## src/rtl/vpc_pkg.sv

```systemverilog
// shared types, constants and tables of the voxel phase colourizer
package vpc_pkg;

    localparam int CORDIC_STEPS = 28;
    localparam int XY_W         = 62;
    localparam int COORD_W      = 7;
    localparam int CFG_IDX_W    = 3;
    localparam int CFG_DATA_W   = 8;

    localparam logic [CFG_IDX_W-1:0] CFG_PHASE_ENABLE  = 3'd0;
    localparam logic [CFG_IDX_W-1:0] CFG_SLICE_MODE    = 3'd1;
    localparam logic [CFG_IDX_W-1:0] CFG_SLICE_X       = 3'd2;
    localparam logic [CFG_IDX_W-1:0] CFG_SLICE_Y       = 3'd3;
    localparam logic [CFG_IDX_W-1:0] CFG_SLICE_Z       = 3'd4;
    localparam logic [CFG_IDX_W-1:0] CFG_CENTRE_COORD  = 3'd5;
    localparam logic [CFG_IDX_W-1:0] CFG_MARKER_RADIUS = 3'd6;

    typedef enum logic [1:0]
    {
        SLICE_FULL = 2'd0,
        SLICE_XY   = 2'd1,
        SLICE_YZ   = 2'd2,
        SLICE_ZX   = 2'd3
    } slice_t;

    typedef enum logic [2:0]
    {
        OV_NONE  = 3'd0,
        OV_WHITE = 3'd1,
        OV_GREEN = 3'd2,
        OV_RED   = 3'd3,
        OV_HIDE  = 3'd4
    } ovl_t;

    typedef struct packed
    {
        ovl_t ov;
        logic hue_en;
    } side_t;

    typedef struct packed
    {
        logic signed [XY_W-1:0] x;
        logic signed [XY_W-1:0] y;
        logic        [31:0]     acc;
        side_t                  side;
    } cordic_t;

    typedef struct packed
    {
        logic [7:0] red;
        logic [7:0] green;
        logic [7:0] blue;
        logic [7:0] alpha;
    } rgba_t;

    // atan(2^-i) in units of 2^-32 turn
    function automatic logic [31:0] atan_turn(input int step);
        logic [31:0] t;
        begin
            unique case (step)
                0:  t = 32'd536870912;
                1:  t = 32'd316933406;
                2:  t = 32'd167458907;
                3:  t = 32'd85004756;
                4:  t = 32'd42667331;
                5:  t = 32'd21354465;
                6:  t = 32'd10679838;
                7:  t = 32'd5340245;
                8:  t = 32'd2670163;
                9:  t = 32'd1335087;
                10: t = 32'd667544;
                11: t = 32'd333772;
                12: t = 32'd166886;
                13: t = 32'd83443;
                14: t = 32'd41722;
                15: t = 32'd20861;
                16: t = 32'd10430;
                17: t = 32'd5215;
                18: t = 32'd2608;
                19: t = 32'd1304;
                20: t = 32'd652;
                21: t = 32'd326;
                22: t = 32'd163;
                23: t = 32'd81;
                24: t = 32'd41;
                25: t = 32'd20;
                26: t = 32'd10;
                27: t = 32'd5;
                default: t = 32'd0;
            endcase
            return t;
        end
    endfunction

endpackage

```

## src/rtl/vpc_hue.sv

```systemverilog
// angle rounding, colour wheel ramps and final colour select
module vpc_hue #(
    parameter int ANGLE_BITS = 16
) (
    input  logic             clk,
    input  logic [2:0]       en,
    input  vpc_pkg::cordic_t d,
    output vpc_pkg::rgba_t   q
);
    import vpc_pkg::*;

    localparam int AB = ANGLE_BITS;

    logic [32:0]   round_sum;
    logic [AB-1:0] angle;
    logic [AB+2:0] p;
    logic [2:0]    seg_reg;
    logic [AB-1:0] f_reg;
    side_t         side_a_reg;

    logic [AB:0]   g;
    logic [AB+7:0] rise_full;
    logic [AB+7:0] fall_full;
    logic [2:0]    seg_b_reg;
    logic [7:0]    rise_reg;
    logic [7:0]    fall_reg;
    side_t         side_b_reg;

    rgba_t         hue;
    rgba_t         q_reg;
    rgba_t         q_next;

    // round half up to the angle width, full turn wraps
    assign round_sum = {1'b0, d.acc} + (33'd1 << (31 - AB));
    assign angle     = round_sum[31 -: AB];
    assign p         = {1'b0, angle, 2'b00} + {2'b00, angle, 1'b0};

    always_ff @(posedge clk)
    begin
        if (en[0])
        begin
            seg_reg    <= p[AB+2:AB];
            f_reg      <= p[AB-1:0];
            side_a_reg <= d.side;
        end
    end

    assign g         = (AB+1)'(1) << AB;
    assign rise_full = {f_reg, 8'd0} - (AB+8)'(f_reg) + ((AB+8)'(1) << (AB - 1));
    assign fall_full = {(g - {1'b0, f_reg}), 7'd0} + {(g - {1'b0, f_reg}), 7'd0}
                       - (AB+8)'(g - {1'b0, f_reg}) + ((AB+8)'(1) << (AB - 1));

    always_ff @(posedge clk)
    begin
        if (en[1])
        begin
            seg_b_reg  <= seg_reg;
            rise_reg   <= rise_full[AB+7:AB];
            fall_reg   <= fall_full[AB+7:AB];
            side_b_reg <= side_a_reg;
        end
    end

    always_comb
    begin
        hue.alpha = 8'd255;
        unique case (seg_b_reg)
            3'd0:
            begin
                hue.red = 8'd255;    hue.green = rise_reg; hue.blue = 8'd0;
            end
            3'd1:
            begin
                hue.red = fall_reg;  hue.green = 8'd255;   hue.blue = 8'd0;
            end
            3'd2:
            begin
                hue.red = 8'd0;      hue.green = 8'd255;   hue.blue = rise_reg;
            end
            3'd3:
            begin
                hue.red = 8'd0;      hue.green = fall_reg; hue.blue = 8'd255;
            end
            3'd4:
            begin
                hue.red = rise_reg;  hue.green = 8'd0;     hue.blue = 8'd255;
            end
            default:
            begin
                hue.red = 8'd255;    hue.green = 8'd0;     hue.blue = fall_reg;
            end
        endcase
    end

    always_comb
    begin
        unique case (side_b_reg.ov)
            OV_RED:   q_next = {8'd255, 8'd80, 8'd80, 8'd255};
            OV_GREEN: q_next = {8'd80, 8'd255, 8'd80, 8'd255};
            OV_WHITE: q_next = {8'd255, 8'd255, 8'd255, 8'd255};
            OV_NONE:  q_next = side_b_reg.hue_en ? hue : '0;
            default:  q_next = '0;
        endcase
    end

    always_ff @(posedge clk)
    begin
        if (en[2])
        begin
            q_reg <= q_next;
        end
    end

    assign q = q_reg;

endmodule
```

## config.mk

```make
export PLATFORM = sky130hd
export DESIGN_NAME = vpc_hue
export DESIGN_NICKNAME = d
export VERILOG_FILES = /design/src/rtl/vpc_pkg.sv /design/src/rtl/vpc_hue.sv
export SDC_FILE = /design/constraint.sdc
export NUM_CORES = 1
export LEC_CHECK = 0
export BUFFER_PORTS_ARGS = -buffer_cell sky130_fd_sc_hd__buf_2
export CAP_MARGIN = 15
export CORE_MARGIN = 3
export CORE_UTILIZATION = 50
export DETAILED_ROUTE_END_ITERATION = 6
export PLACE_DENSITY = 0.86
export RECOVER_POWER = 25
export SLEW_MARGIN = 30
export SYNTH_ARGS = -nofsm -noshare
export SYNTH_HDL_FRONTEND = slang
export SYNTH_SLANG_ARGS = --single-unit
export TNS_END_PERCENT = 10
```

## constraint.sdc

```tcl
create_clock -name clk -period 4.7 [get_ports clk]
set_input_delay 0 -clock clk [delete_from_list [all_inputs] [get_ports clk]]
set_output_delay 0 -clock clk [all_outputs]
set_load 0.02 [all_outputs]
```

### Word level (Yosys, flattened, before mapping)

Cells that the tools add are included.
Widths: inputs -> output; s select.

| operators by class | value |
|---|---|
| add/sub/neg operators | 9 |
| equality and inequality tests | 7 |
| muxes and demuxes | 3 |
| reductions and logical operators | 2 |

Operator list:

| cell | number |
|---|---|
| $pmux 32 s4 | 1 |
| $pmux 24 s5 | 1 |
| $add 24x16->24 const B | 2 |
| $add 32x16->32 const B | 1 |
| $mux 32 | 1 |
| $add 24x24->24 | 1 |
| $sub 24x16->24 | 1 |
| $sub 24x24->24 | 1 |
| $add 18x17->19 | 1 |
| $sub 17x16->18 const A | 1 |
| $sub 17x16->17 const A | 1 |
| $eq 3x2->1 const B | 4 |
| $eq 3x1->1 const B | 2 |
| $logic_not 3->1 | 2 |
| $eq 3x3->1 const B | 1 |

| storage, ports and cells | value |
|---|---|
| register bits after elaboration | 78 |
| bits of input ports | 164 |

### Logic depth before layout (Yosys ltp)

| depth | value |
|---|---|
| depth in word-level cells | 4 |
| depth in mapped cells | 16 |

### Worst setup path after synthesis

Ideal clock, no wire load.

| path | value |
|---|---|
| path kind | reg2reg |
| start | register f_reg[1] |
| end | register fall_reg[7], data pin |
| data arrival time | 3692 ps |
| data required time | 4436 ps |
| slack | 744 ps |
| stages on the path, launching flop included | 17 |
| path buffers | 0 |
| period minus slack after synthesis | 3956 ps |
| cell sequence | edfxtp_1 inv_1 ha_1 or4b_4 nor2b_4 nand2_1 xnor2_1 xnor2_1 ha_1 a21o_1 a21oi_1 o21ai_0 a21o_1 a211oi_1 o21ai_2 mux2i_1 xor2_1 |

| on the way | value |
|---|---|
| longest elaborated chain between the ends | 4 |

RTL lines:

| what | RTL line | text |
|---|---|---|
| start, declared | vpc_hue.sv:18 | `logic [AB-1:0] f_reg;` |
| start signal, assigned | vpc_hue.sv:43 | `f_reg <= p[AB-1:0];` |
| $sub 17x16->17 | vpc_hue.sv:50 | `assign fall_full = {(g - {1'b0, f_reg}), 7'd0} + {(g - {1'b0, f_reg}), 7'd0}` |
| $add 24x24->24 | vpc_hue.sv:50 |  |
| $sub 24x24->24 * | vpc_hue.sv:51 | `- (AB+8)'(g - {1'b0, f_reg}) + ((AB+8)'(1) << (AB - 1));` |
| $add 24x16->24 * | vpc_hue.sv:51 |  |
| net fall_full[23] | vpc_hue.sv:23 | `logic [AB+7:0] fall_full;` |
| end signal, assigned | vpc_hue.sv:59 | `fall_reg <= fall_full[AB+7:AB];` |
| end, declared | vpc_hue.sv:26 | `logic [7:0] fall_reg;` |

Mark *: on every way through the listed nets, which the timed path passes. The rest lies on a longest branch.
A chain may end at the register's enable or synchronous reset.

### Worst setup path in the final report

| path | value |
|---|---|
| start | register f_reg[2] |
| end | register fall_reg[4], data pin |

Same word-level chain as after synthesis.

==> summary.txt <==
Synthesis
  • FFs w/ async S/R, synth: 0%
  • Synth area leader: edfxtp_1
  • Top cells by area, synth: edfxtp_1 40%, ha_1 14%, xnor2_1 7.3%
  • Post-Syn Area: 5279 sq um
  • Synth cell types: 52
  • Ys Warns: 0
  • Post-synth EDFFs: 70
  • Avg Cell Area, Syn: 9.904 sq um
  • Mapped Cells: 533
  • Commonest register cell after synthesis: edfxtp_1
  • Yosys top cell area share: 39.82%
  • Yosys reg bits: 70
  • Synthesized net count: between 700 and 800
  • Sequential area share after synthesis: around 40%

Hold path
  • Hold Path Cell Cnt: 2
  • Worst hold path type: input pin to flop
  • Worst Hold Path EP: f_reg[1]
  • Hold Startpoint: d[20]

GRT
  • GRT overflow: 0
  • First-pass GRT wire length: 17.66 mm
  • Largest net degree at the start of global routing: 34
  • Antenna violations before repair: 0
  • Tot GR Track Use: 18.62%
  • Vias in the first global route: 4007

Placement
  • Placed Cells: 707
  • Placed cell areas: 5655 sq um
  • Post-DP HPWL: 8.027 mm
  • IO buf count: 56
  • Place WS: 0.3367 ns
  • Final estimated routing congestion in global placement: 0.9323

Clock network
  • Root Buffer: clkbuf_8
  • Post-CTS Setup Bufs: 0
  • CTS Buf Count: 9
  • TritonCTS clock tree: done
  • Worst skew pair latency: 0.35 ns
  • Clock Path Buffers: 2
  • Sink Count: 70
  • H-Tree Depth: 3
  • Clk pin slew, worst setup/hold paths: about 0.08 ns

Pwr
  • Pwr Density: 399.1 nW/um^2
  • Static Leakage: about 2.5 nW
  • Power Total: approximately 2.4 mW
  • Peak supply drop: 0.1793 mV

Setup path
  • CP startpoint kind: flop
  • Worst flop-to-flop path endpoint: fall_reg[4]
  • Worst endpoint required time: 4.78 ns
  • Reg2Reg Depth: 16
  • CP Capture Type: flop
  • Maximum fanout along the worst path: 7
  • Critical R2R Launch: f_reg[2]
  • CP Data Arrival Time: ~4.5 ns
  • R2R Setup Slk: 0.32 ns
  • WS Path Type: flop to flop

Route
  • DRT antenna net count: 0
  • Wire per inst: around 14 um
  • Post-route DRC violation count: 0
  • DR iter-0 viols: 161
  • Routed via count: about 4000
  • Via/cell ratio: 5.598
  • First-pass detailed-route iteration total: 5
  • Total routed wirelength: around 10 mm

Timing
  • Clk_skew: around 0.0069 ns
  • Final period util: 93.21%
  • Tmin final: 4.381 ns
  • Final-report setup violation count: 0
  • Final worst slack: 0.3194 ns
  • Slew @ Worst Pin: 1.135 ns
  • Setup_tns: 0 ns
  • FMAX: between 0.2 and 0.25 GHz
  • Fin. max-slew vios: 0
  • RSZ-0062 raised after global routing: false
  • Slew headroom: 24.36%
  • Final hold vios: 0

Job
  • Max cap viols: 0

Status
  • Status: finished, final reports clean

Layout
  • Share of layout cells above drive strength 1: 15.32%
  • Final #Nets: 814
  • Fill cell count: 850
  • Most common cell after layout, fill and taps aside: edfxtp_1
  • Most frequent cells in the layout: 70 x edfxtp_1, 60 x ha_1, 53 x buf_2
  • Non-Filler Instances: 727
  • Diode count: 0
  • Post-route cell area: 5921 sq um
  • Area Growth Syn to Fin: 12.16%
  • Largest register FFs: 25

Floorplanning
  • Core area: between 9000 and 10000 sq um
  • Die area: 11830 sq um
  • Die H: 108.8 um
  • Rows: 36
  • Io pins: 196
  • Chip width: ~110 um
  • Initial core utilization: 52.79%
report_power, final:
part | switching, mW | internal, mW
logic | 0.499 | 0.387
clock network | 0.243 | 0.307
registers | 0.0855 | 0.842
routing by layer:
metal,share of wire (%),vias up,GRT usage [%]
li1,-,2032,-
met1,42,1871,21.49
met2,51,141,33.50
met3,5.5,26,3.434
met4,2.3,0,8.296
met5,0,-,0
critical path, stage by stage (launching register included):
cell and delay, ns:
edfxtp_1 0.50, inv_1 0.14, ha_1 0.18, or4b_4 0.51, nor2b_4 0.20, nand3_1 0.11
xnor2_1 0.55, xor2_1 0.15, ha_1 0.31, nand2_1 0.06, nor3_1 0.20, o221ai_1 0.19
nor4_2 0.32, o2111ai_1 0.17, and3_1 0.22, mux2i_1 0.18, xnor2_1 0.11
layout make-up:
| class | instances | area (sq um) | share of cell area (%) |
|---|---|---|---|
| Clock buffer | 9 | 123.9 | 2.092 |
| Clock inverter | 7 | 105.1 | 1.775 |
| Inverter | 42 | 157.7 | 2.663 |
| Multi-Input combinational cell | 402 | 2919 | 49.30 |
| Sequential cell | 70 | 2102 | 35.50 |
| Tap cell | 133 | 166.4 | 2.811 |
| Timing Repair Buffer | 64 | 346.6 | 5.854 |
worst max path at each step:
stage | start | end | cells past startpoint
after floorplan | f_reg[1] | fall_reg[7] | 16
after global placement | f_reg[2] | fall_reg[4] | 16
after detailed placement | f_reg[2] | fall_reg[4] | 16
after CTS | f_reg[2] | fall_reg[4] | 16
after global routing | f_reg[2] | fall_reg[7] | 16
final | f_reg[2] | fall_reg[4] | 16
kinds of logic (layout without fill, tap and decap cells):
group | count (synthesis) | after routing | synth area share, %
AOI/OAI and AO/OA | 122 | 122 | 14.79
muxes | 3 | 3 | 0.5689
xor gates and xnor gates | 60 | 60 | 9.955
DFF | 70 | 70 | 39.82
buffers and inverters | 61 | 122 | 4.977
and+or+nand+nor | 156 | 156 | 15.29
adders and majority gates | 61 | 61 | 14.60
what timing repair did:
item                      CTS  global route
hold buffers                4             0
gates resized for setup     0             0
hold endpoints to repair    4             0
per-stage QoR:
step	hold slack [ns]	utilization, %
final	0.01688	59.21
after global routing	0.02709	59.21
after CTS	0.004096	59.25
after detailed placement	0.1787	56.56
after global placement	0.1778	56.51
after floorplan	0.09887	-
cells in the mapped netlist, types with 5 or more instances:
master,n
nand3_1,26
clkbuf_1,10
a21o_1,13
o221ai_1,7
nor2b_1,5
nor3_1,11
xnor2_1,44
or2_2,9
and2_1,5
o21bai_1,7
edfxtp_1,70
inv_1,42
nand2b_1,11
o21ai_0,24
a21oi_1,41
nor2_1,27
ha_1,60
buf_4,7
xor2_1,16
nand2_1,40
No activity file was read; power rests on OpenSTA's default activity.
