$ cat src/rtl/vpc_pkg.sv
// shared types, constants and tables of the voxel phase colourizer
package vpc_pkg;

    localparam int CORDIC_STEPS = 28;
    localparam int XY_W         = 62;
    localparam int COORD_W      = 7;
    localparam int CFG_IDX_W    = 3;
    localparam int CFG_DATA_W   = 8;

    localparam logic [CFG_IDX_W-1:0] CFG_PHASE_ENABLE  = 3'd0;
    localparam logic [CFG_IDX_W-1:0] CFG_SLICE_MODE    = 3'd1;
    localparam logic [CFG_IDX_W-1:0] CFG_SLICE_X       = 3'd2;
    localparam logic [CFG_IDX_W-1:0] CFG_SLICE_Y       = 3'd3;
    localparam logic [CFG_IDX_W-1:0] CFG_SLICE_Z       = 3'd4;
    localparam logic [CFG_IDX_W-1:0] CFG_CENTRE_COORD  = 3'd5;
    localparam logic [CFG_IDX_W-1:0] CFG_MARKER_RADIUS = 3'd6;

    typedef enum logic [1:0]
    {
        SLICE_FULL = 2'd0,
        SLICE_XY   = 2'd1,
        SLICE_YZ   = 2'd2,
        SLICE_ZX   = 2'd3
    } slice_t;

    typedef enum logic [2:0]
    {
        OV_NONE  = 3'd0,
        OV_WHITE = 3'd1,
        OV_GREEN = 3'd2,
        OV_RED   = 3'd3,
        OV_HIDE  = 3'd4
    } ovl_t;

    typedef struct packed
    {
        ovl_t ov;
        logic hue_en;
    } side_t;

    typedef struct packed
    {
        logic signed [XY_W-1:0] x;
        logic signed [XY_W-1:0] y;
        logic        [31:0]     acc;
        side_t                  side;
    } cordic_t;

    typedef struct packed
    {
        logic [7:0] red;
        logic [7:0] green;
        logic [7:0] blue;
        logic [7:0] alpha;
    } rgba_t;

    // atan(2^-i) in units of 2^-32 turn
    function automatic logic [31:0] atan_turn(input int step);
        logic [31:0] t;
        begin
            unique case (step)
                0:  t = 32'd536870912;
                1:  t = 32'd316933406;
                2:  t = 32'd167458907;
                3:  t = 32'd85004756;
                4:  t = 32'd42667331;
                5:  t = 32'd21354465;
                6:  t = 32'd10679838;
                7:  t = 32'd5340245;
                8:  t = 32'd2670163;
                9:  t = 32'd1335087;
                10: t = 32'd667544;
                11: t = 32'd333772;
                12: t = 32'd166886;
                13: t = 32'd83443;
                14: t = 32'd41722;
                15: t = 32'd20861;
                16: t = 32'd10430;
                17: t = 32'd5215;
                18: t = 32'd2608;
                19: t = 32'd1304;
                20: t = 32'd652;
                21: t = 32'd326;
                22: t = 32'd163;
                23: t = 32'd81;
                24: t = 32'd41;
                25: t = 32'd20;
                26: t = 32'd10;
                27: t = 32'd5;
                default: t = 32'd0;
            endcase
            return t;
        end
    endfunction

endpackage

$ cat src/rtl/vpc_front.sv
// entry stage: slice test, overlay priority and cordic pre-rotation
module vpc_front #(
    parameter int FIELD_WIDTH = 16
) (
    input  logic                           clk,
    input  logic                           en,
    input  logic [vpc_pkg::COORD_W-1:0]    pos_x,
    input  logic [vpc_pkg::COORD_W-1:0]    pos_y,
    input  logic [vpc_pkg::COORD_W-1:0]    pos_z,
    input  logic signed [FIELD_WIDTH-1:0]  field_u,
    input  logic signed [FIELD_WIDTH-1:0]  field_v,
    input  logic                           is_active,
    input  logic                           is_centre,
    input  logic                           in_bubble,
    input  logic                           phase_colour_enable,
    input  vpc_pkg::slice_t                slice_mode,
    input  logic [vpc_pkg::COORD_W-1:0]    slice_x,
    input  logic [vpc_pkg::COORD_W-1:0]    slice_y,
    input  logic [vpc_pkg::COORD_W-1:0]    slice_z,
    input  logic [vpc_pkg::COORD_W-1:0]    centre_coord,
    input  logic [7:0]                     marker_radius,
    output vpc_pkg::cordic_t               q
);
    import vpc_pkg::*;

    localparam int PRE_SHIFT = 60 - FIELD_WIDTH;

    logic                   visible;
    logic                   marker;
    logic [8:0]             marker_x;
    logic                   u_pos;
    logic                   nonzero;
    logic signed [XY_W-1:0] u_sh;
    logic signed [XY_W-1:0] v_sh;
    cordic_t                q_reg;
    cordic_t                q_next;

    always_comb
    begin
        unique case (slice_mode)
            SLICE_XY: visible = (pos_z == slice_z);
            SLICE_YZ: visible = (pos_x == slice_x);
            SLICE_ZX: visible = (pos_y == slice_y);
            default:  visible = 1'b1;
        endcase
    end

    assign marker_x = {2'b00, centre_coord} + {1'b0, marker_radius};
    assign marker   = ({2'b00, pos_x} == marker_x) && (pos_y == centre_coord)
                      && (pos_z == centre_coord);
    assign nonzero  = (field_u != '0) || (field_v != '0);
    assign u_pos    = !field_u[FIELD_WIDTH-1] && (field_u != '0);
    assign u_sh     = XY_W'(field_u) <<< PRE_SHIFT;
    assign v_sh     = XY_W'(field_v) <<< PRE_SHIFT;

    always_comb
    begin
        q_next = q_reg;
        // vector (-u,-v) folded into the right half plane
        if (u_pos)
        begin
            q_next.x   = u_sh;
            q_next.y   = v_sh;
            q_next.acc = 32'h8000_0000;
        end
        else
        begin
            q_next.x   = -u_sh;
            q_next.y   = -v_sh;
            q_next.acc = 32'h0000_0000;
        end
        q_next.side.hue_en = visible && phase_colour_enable && in_bubble && nonzero;
        priority if (!visible)
            q_next.side.ov = OV_HIDE;
        else if (marker)
            q_next.side.ov = OV_RED;
        else if (is_centre)
            q_next.side.ov = OV_GREEN;
        else if (is_active)
            q_next.side.ov = OV_WHITE;
        else
            q_next.side.ov = OV_NONE;
    end

    always_ff @(posedge clk)
    begin
        if (en)
        begin
            q_reg <= q_next;
        end
    end

    assign q = q_reg;

endmodule

$ cat config.mk
export PLATFORM = sky130hd
export DESIGN_NAME = vpc_front
export DESIGN_NICKNAME = d
export VERILOG_FILES = /design/src/rtl/vpc_pkg.sv /design/src/rtl/vpc_front.sv
export SDC_FILE = /design/constraint.sdc
export NUM_CORES = 1
export LEC_CHECK = 0
export BUFFER_PORTS_ARGS = -buffer_cell sky130_fd_sc_hd__buf_2
export CORE_MARGIN = 2
export CORE_UTILIZATION = 30
export CTS_CLUSTER_DIAMETER = 150
export DETAILED_ROUTE_END_ITERATION = 7
export HOLD_SLACK_MARGIN = 0.03
export PLACE_DENSITY_LB_ADDON = 0.12
export SLEW_MARGIN = 30
export SYNTH_ARGS = -nofsm -noshare
export SYNTH_HDL_FRONTEND = slang
export SYNTH_SLANG_ARGS = --single-unit
$ cat constraint.sdc
create_clock -name clk -period 2.9 [get_ports clk]
set_clock_uncertainty 0.05 [all_clocks]
set_input_delay 0.58 -clock clk [delete_from_list [all_inputs] [get_ports clk]]
set_output_delay 0.58 -clock clk [all_outputs]
set_load 0.05 [all_outputs]
# Yosys cells after proc, flatten, opt, wreduce, memory -nomap -nowiden
# Cells that the tools add are included.
[word_totals]
in_bits = 97
ff_bits = 160
word_cells = 34
[classes]
add_sub_neg = 3
n_mux = 5
n_eq_ne = 9
n_reduce_logical = 10
[ops]
columns = ["cell", "count"]
rows = [
  ["2-to-1 mux 156 bit", 1],
  ["negator 60 -> 62 bit", 2],
  ["== test 7 bit", 5],
  ["nonzero test 16 bit", 2],
  ["adder 7 x 8 -> 9 bit", 1],
  ["== test 7 x 9 -> 1 bit", 1],
  ["logical AND 1 bit", 6],
  ["== test 2 bit, second input constant", 2],
  ["2-to-1 mux 2 bit", 2],
  ["case mux 1 bit (3 select lines)", 1],
  ["== test 2 x 1 -> 1 bit, second input constant", 1],
  ["zero test 1 bit", 1],
  ["logical OR 1 bit", 1],
  ["2-to-1 mux 1 bit", 1],
]

# Logic depth before layout (Yosys ltp)
# Gate-level depths: netlist (run 1).
[logic_depth]
depth_word = 5
ltp_mapped = 11
depth_no_buf = 9

# Least setup slack after synthesis (run 1)
# Ideal clock, no wire load.
[synth_path]
path_kind = "input -> register"
startpoint = "in field_u[6]"
endpoint = "reg q_reg, in the netlist q[97], data pin"
setup_slack_ps = 197
arrival_ps = 2394
path_buffers = 2
cell_stages = 8
cell_sequence = "or4_4 -> or4_4 -> or2_4 -> nand2b_2 -> buf_6 -> inv_4 -> buf_6 -> mux2_2"
[synth_lines]
columns = ["element", "line", "source"]
rows = [
  ["from (decl)", "vpc_front.sv:10", "input logic signed [FIELD_WIDTH-1:0] field_u,"],
  ["to (signal assigned)", "vpc_front.sv:89", "q_reg <= q_next;"],
  ["to (decl)", "vpc_front.sv:35", "cordic_t q_reg;"],
]

==> impl_metrics.py, run 1 <==
metrics = {
    "setup_path": {
        "critical_path_class": "primary input to flip-flop",
        "end_kind": "flip-flop",
        "cp_slowest_stage_delay_ns": 0.55,
        "cp-startpoint": "field_v[9]",
        "startpoint_type": "primary input",
        "crit_end": "q[0]",
        "worstPathMaxFanout": 4,
        "crit_cells": 7,
        "crit_chain": "buf_2 -> or4_1 -> or3_1 -> nor3_1 -> nand2b_1 -> o311ai_0 -> nor2_1",
        "worst_ep_arrival_time_ns": 2.48,
        "cp_slowest_cell": "or4_1",
        "critPathBufInv": 1,
        "cp.required_ns": 2.87,
        "crit_family": "simple AND/OR/NAND/NOR gates",
    },
    "global_routing": {
        "grt-ovfl-total": 0,
        "antenna_found_initial": 2,
        "grt_pass1_vias": 2486,
        "track_usage_pct": 12.5,
        "grt_max_degree": 42,
        "grt_pass1_wl_mm": 12.8,
    },
    "logic_synthesis": {
        "syn_inst": 367,
        "synth_top_area_share_pct": 34.3,
        "synth_warnings": 0,
        "ys_seq_elements": 41,
        "netlist_area_mm2": 0.00359,
        "yosysMostFrequentCell": "buf_4",
        "ys.flop_type": "edfxtp_1",
        "yosysSeqAreaShare_pct": 34.3,
        "synth_edf_count": 41,
        "ys_async_sr_fraction_pct": 0,
        "yosysTopAreaCell": "edfxtp_1",
        "syn_avg_cell_area_um2": 9.79,
        "synthTopCellsByCount": "120 x buf_4, 41 x edfxtp_1, 33 x xnor2_1",
        "synthTopCellsByArea": "edfxtp_1 34%, buf_4 25%, xnor2_1 8.0%",
        "yosys.cell_types.count": 46,
    },
    "sta": {
        "fmax_mhz": 398,
        "min_period_over_period_pct": 86.6,
        "worstMarginPinSlew_ns": 0.551,
        "fin_hold_ws_ns": 0.459,
        "hold_viol": 0,
        "finalCriticalPeriod_ns": 2.51,
        "rsz0062_at_grt": "no",
        "setup_violations": 0,
        "slew_violations": 0,
        "tns_ns": 0,
        "slew_headroom_pct": 63.2,
    },
    "outcome": {
        "status": "finished clean",
    },
    "clock_tree": {
        "numCtsBuffers": 5,
        "htreeDepth": 2,
        "ctsResizeCount": 0,
        "path_clk_slew_ns": 0.06,
        "cts_num_sinks": 41,
        "post-cts-setup-buffers": 0,
        "clockRootBuffer": "clkbuf_16",
        "cts_buffer_depth": 2,
        "hold_buffers": 0,
        "cts_tree": "built",
    },
    "route": {
        "drc": 0,
        "vias": 2728,
        "via_per_inst": 4.15,
        "wl_mm": 8.53,
        "dr.pass1.iters": 5,
        "drtIter0Drc": 126,
        "wire_per_inst_um": 13.0,
        "antenna_left": 0,
    },
    "power_and_ir_drop": {
        "powerDensity_mw_per_mm2": 542,
        "peakVddDrop_v": 0.000194,
        "power_leakage_nw": 1.92,
    },
    "layout": {
        "largest_register_ffs": 41,
        "layout.nets": 619,
        "nFillCells": 1221,
        "syn_to_final_growth_pct": 16.5,
        "multi_input_area_mm2": 0.00185,
        "stdcell_area_mm2": 0.00419,
        "drive_above_1_share_pct": 31.4,
        "seqCellArea_mm2": 0.00123,
    },
    "floorplanning": {
        "die_h_um": 113,
        "die_w_um": 113,
        "io_pins": 257,
        "rows": 39,
        "initial_utilization_pct": 31.1,
        "dieArea_mm2": 0.0129,
        "core_mm2": 0.0116,
    },
    "flow_run": {
        "cap_violations": 0,
    },
    "placed_design": {
        "gp_congestion": 0.841,
        "portBuffers": 137,
        "place_area_mm2": 0.00401,
        "post-dp-hpwl_mm": 7.14,
    },
    "worst_hold_path": {
        "hp-class": "primary input to flip-flop",
    },
}
[stage by stage]
stage | setup slack [ns] | power, mW | utilization (%) | cells
after global placement | 0.0714 | 1.64 | 34.7 | 648
after detailed placement | 0.0404 | 1.65 | 34.7 | 648
after global routing | 0.207 | 2.37 | 36.2 | 658
final | 0.388 | 2.27 | 36.2 | 658
after floorplan | 0.197 | 1.58 | - | 486
after CTS | 0.330 | 2.28 | 36.1 | 656
[how the worst min path moves through the flow]
stage               startpoint     end  slack, ns  cells after the start
global placement    field_v[0]   q[80]       0.75                      1
global route        field_v[0]   q[80]       0.47                      1
finish              field_v[0]   q[80]       0.46                      1
CTS                 field_v[0]   q[80]       0.45                      1
floorplan           field_u[0]  q[142]       0.63                      0
detailed placement  field_v[0]   q[80]       0.75                      1
[power by group]
part / total [mW] / internal [mW] / switching [mW]
Clock: 0.633 / 0.403 / 0.230
Combinational: 0.899 / 0.182 / 0.717
Sequential: 0.735 / 0.722 / 0.0134
Total: 2.27 / 1.31 / 0.961
[kinds of logic (layout without fill, tap and decap cells)]
logic type / Yosys count / after routing / synth area share [%]
buf+inv: 130 / 157 / 26.6
simple gates: 80 / 80 / 12.4
xor+xnor: 56 / 56 / 13.7
compound gates: 47 / 47 / 8.67
flops: 41 / 41 / 34.3
fa+ha+maj: 10 / 10 / 3.69
mux: 2 / 2 / 0.592
other cells: 1 / 122 / 0.104
[placed cells by master (no fill, tap or decap), types with 3 or more instances in the layout]
cell	count
nand2_1	9
buf_4	5
xnor2_1	33
clkbuf_16	5
nand2b_1	4
conb_1	120
o21ai_0	13
ha_1	9
nand3_1	7
a21oi_2	3
nor2_1	16
or4_1	3
a21oi_1	11
o41ai_1	4
buf_2	137
nor4_1	5
edfxtp_1	41
o31ai_1	4
xor2_1	23
or3_1	8
nand4_1	4
nor3_1	8
inv_1	6
nor2b_1	4
[layer usage]
| layer | global-route usage (%) | up-vias | part of all wire [%] |
|---|---|---|---|
| met4 | 3.41 | 0 | 0.62 |
| li1 | - | 1335 | - |
| met3 | 2.18 | 5 | 8.4 |
| met1 | 15.5 | 1245 | 41 |
| met5 | 0 | - | 0 |
| met2 | 22.4 | 143 | 50 |
[final cells by class]
type | count | share of cell area [%]
Clock inverter | 3 | 0.987
Multi-Input combinational cell | 315 | 44.2
Clock buffer | 5 | 2.99
Tap cell | 143 | 4.28
Inverter | 7 | 0.688
Sequential cell | 41 | 29.4
Antenna cell | 2 | 0.120
Timing Repair Buffer | 142 | 17.3
No activity file was read; power rests on OpenSTA's default activity.
==> inputs of run 2 (changes only) <==
--- a/config.mk
+++ b/config.mk
@@ -6,12 +6,13 @@
 export NUM_CORES = 1
 export LEC_CHECK = 0
 export BUFFER_PORTS_ARGS = -buffer_cell sky130_fd_sc_hd__buf_2
-export CORE_MARGIN = 2
-export CORE_UTILIZATION = 30
+export CORE_AREA = 2 2 99 101
 export CTS_CLUSTER_DIAMETER = 150
 export DETAILED_ROUTE_END_ITERATION = 7
+export DIE_AREA = 0 0 101 103
 export HOLD_SLACK_MARGIN = 0.03
 export PLACE_DENSITY_LB_ADDON = 0.12
+export REMOVE_ABC_BUFFERS = 1
 export SLEW_MARGIN = 30
 export SYNTH_ARGS = -nofsm -noshare
 export SYNTH_HDL_FRONTEND = slang
==> run 2 against run 1 <==
Sequential share of layout area is 0.66 points higher; combinational power hardly changed; global-route usage is 1.9 points higher; worst hold slack worse by 0.0077 ns; clock-buffer cell count stayed put; die area is 19% lower; maximum frequency hardly changed; largest power group unchanged; routed wire length is 8.5% lower; sequential power hardly changed; via count is 1.2% lower; largest cell class unchanged; final cell count is 4.9% lower; setup slack better by 0.0019 ns.
==> impl_metrics.py, run 2 (synthesis results as in run 1) <==
metrics = {
    "placed_design": {
        "portBuffers": 137,
        "place_area_mm2": 0.00397,
        "gp_congestion": 0.848,
        "post-dp-hpwl_mm": 6.68,
    },
    "route": {
        "drtIter0Drc": 74,
        "wl_met2_mm": 4.03,
        "wl_mm": 7.80,
        "dr.pass1.iters": 4,
        "vias": 2695,
        "drc": 0,
        "wire_per_inst_um": 12.5,
        "via_per_inst": 4.31,
        "top_layer_used": "met5",
        "wl_met1_mm": 2.92,
        "antenna_left": 0,
        "met3_length_um": 746,
    },
    "layout": {
        "seqCellArea_mm2": 0.00123,
        "syn_to_final_growth_pct": 14.0,
        "largest_register_ffs": 41,
        "multi_input_area_mm2": 0.00185,
        "nFillCells": 959,
        "final_common_cell": "buf_2",
        "layout_common_cells": "137 x buf_2, 120 x conb_1, 41 x edfxtp_1, 33 x xnor2_1, 23 x xor2_1",
        "utilization_pct": 43.3,
        "antennaDiodeCount": 0,
        "layout.nets": 619,
        "stdcell_area_mm2": 0.00409,
        "drive_above_1_share_pct": 31.4,
    },
    "setup_path": {
        "cp-startpoint": "field_u[6]",
        "path_common_cell": "or4_4",
        "cp_slowest_cell": "or4_4",
        "cp.required_ns": 2.89,
        "cp_slowest_stage_delay_ns": 0.54,
        "startpoint_type": "primary input",
        "crit_chain": "buf_2 -> or4_4 -> or4_4 -> or2_4 -> nand2b_2 -> buf_4 -> o21ai_0 -> xnor2_1",
        "worst_ep_arrival_time_ns": 2.50,
        "critical_path_class": "primary input to flip-flop",
        "worstPathMaxFanout": 9,
        "end_kind": "flip-flop",
    },
    "clock_tree": {
        "clockRootBuffer": "clkbuf_8",
        "numCtsBuffers": 5,
        "cts_num_sinks": 41,
        "ctsResizeCount": 0,
        "cts_buffer_depth": 2,
        "htreeDepth": 2,
        "cts_tree": "built",
        "path_clk_slew_ns": 0.08,
        "post-cts-setup-buffers": 0,
        "hold_buffers": 0,
    },
    "worst_hold_path": {
        "min-delay-start": "field_v[0]",
        "hp-class": "primary input to flip-flop",
    },
    "global_routing": {
        "grt_pass1_vias": 2516,
        "grt-ovfl-total": 0,
        "grt_pass1_wl_mm": 11.9,
        "track_usage_pct": 14.3,
        "grt_max_degree": 42,
        "antenna_found_initial": 2,
    },
    "sta": {
        "min_period_over_period_pct": 86.5,
        "rsz0062_at_grt": "no",
        "hold_viol": 0,
        "finalCriticalPeriod_ns": 2.51,
        "setup_violations": 0,
        "tns_ns": 0,
        "slew_violations": 0,
        "fmax_mhz": 398,
    },
    "power_and_ir_drop": {
        "seq_power_share_pct": 35.4,
        "switching_share_pct": 44.2,
        "switching_power_mw": 0.917,
        "powerDensity_mw_per_mm2": 506,
        "clkPwrFrac_pct": 21.3,
        "peakVddDrop_v": 0.000307,
        "power_leakage_nw": 1.90,
        "p_int_mw": 1.16,
        "share_comb_of_total_power_pct": 43.3,
    },
    "floorplanning": {
        "die_w_um": 101,
        "dieArea_mm2": 0.0104,
        "core_mm2": 0.00946,
        "initial_utilization_pct": 38.0,
        "die_h_um": 103,
        "rows": 36,
        "io_pins": 257,
    },
    "outcome": {
        "status": "finished clean",
    },
    "flow_run": {
        "cap_violations": 0,
    },
}
==> run 2: cell count changes in the layout (fill, tap and decap cells not counted) <==
cell | previous run | this run
clkbuf_16 | 5 | 0
buf_12 | 0 | 1
diode_2 | 2 | 0
buf_4 | 5 | 4
clkinv_2 | 0 | 1
clkbuf_8 | 0 | 5
clkinv_1 | 1 | 0
clkinvlp_4 | 1 | 0
==> run 2: power groups by stage <==
stage	Combinational (mW)	Sequential (mW)	Clock [mW]
2_1_floorplan	0.491	0.955	0
3_3_place_gp	0.890	0.749	0
3_5_place_dp	0.894	0.750	0
4_1_cts	0.895	0.736	0.458
5_1_grt	0.954	0.740	0.484
6_report	0.898	0.734	0.441
==> run 2: critical path: cells and delay by family <==
| family | cells | cell delay (ns) |
|---|---|---|
| AOI/OAI and AO/OA | 1 | 0.11 |
| xor gates and xnor gates | 1 | 0.14 |
| buffers and inverters | 2 | 0.30 |
| and+or+nand+nor | 4 | 1.38 |
==> run 2: metrics by stage <==
step / hold WS [ns] / instances / total power [mW] / setup slack (ns)
2_1_floorplan: 0.629 / 363 / 1.45 / 0.216
3_3_place_gp: 0.745 / 618 / 1.64 / 0.0848
5_1_grt: 0.444 / 626 / 2.18 / 0.291
4_1_cts: 0.437 / 625 / 2.09 / 0.393
3_5_place_dp: 0.746 / 618 / 1.64 / 0.0789
6_report: 0.451 / 626 / 2.07 / 0.390
==> run 2: final timing paths <==
kind | endpoint | slack (ns) | cells past startpoint
min | q[80] | 0.45 | 1
max | q[149] | 0.39 | 8
==> run 2: final cells by class <==
cell class | count | share of cell area [%]
Sequential cell | 41 | 30.1
Clock inverter | 2 | 0.856
Tap cell | 114 | 3.48
Inverter | 7 | 0.703
Multi-Input combinational cell | 315 | 45.2
Timing Repair Buffer | 142 | 18.0
Clock buffer | 5 | 1.68
==> run 2: metal layers <==
| layer | track usage, % | vias up |
|---|---|---|
| met3 | 3.86 | 9 |
| met5 | 0 | - |
| met2 | 27.4 | 133 |
| met4 | 3.53 | 2 |
| met1 | 15.7 | 1219 |
| li1 | - | 1332 |
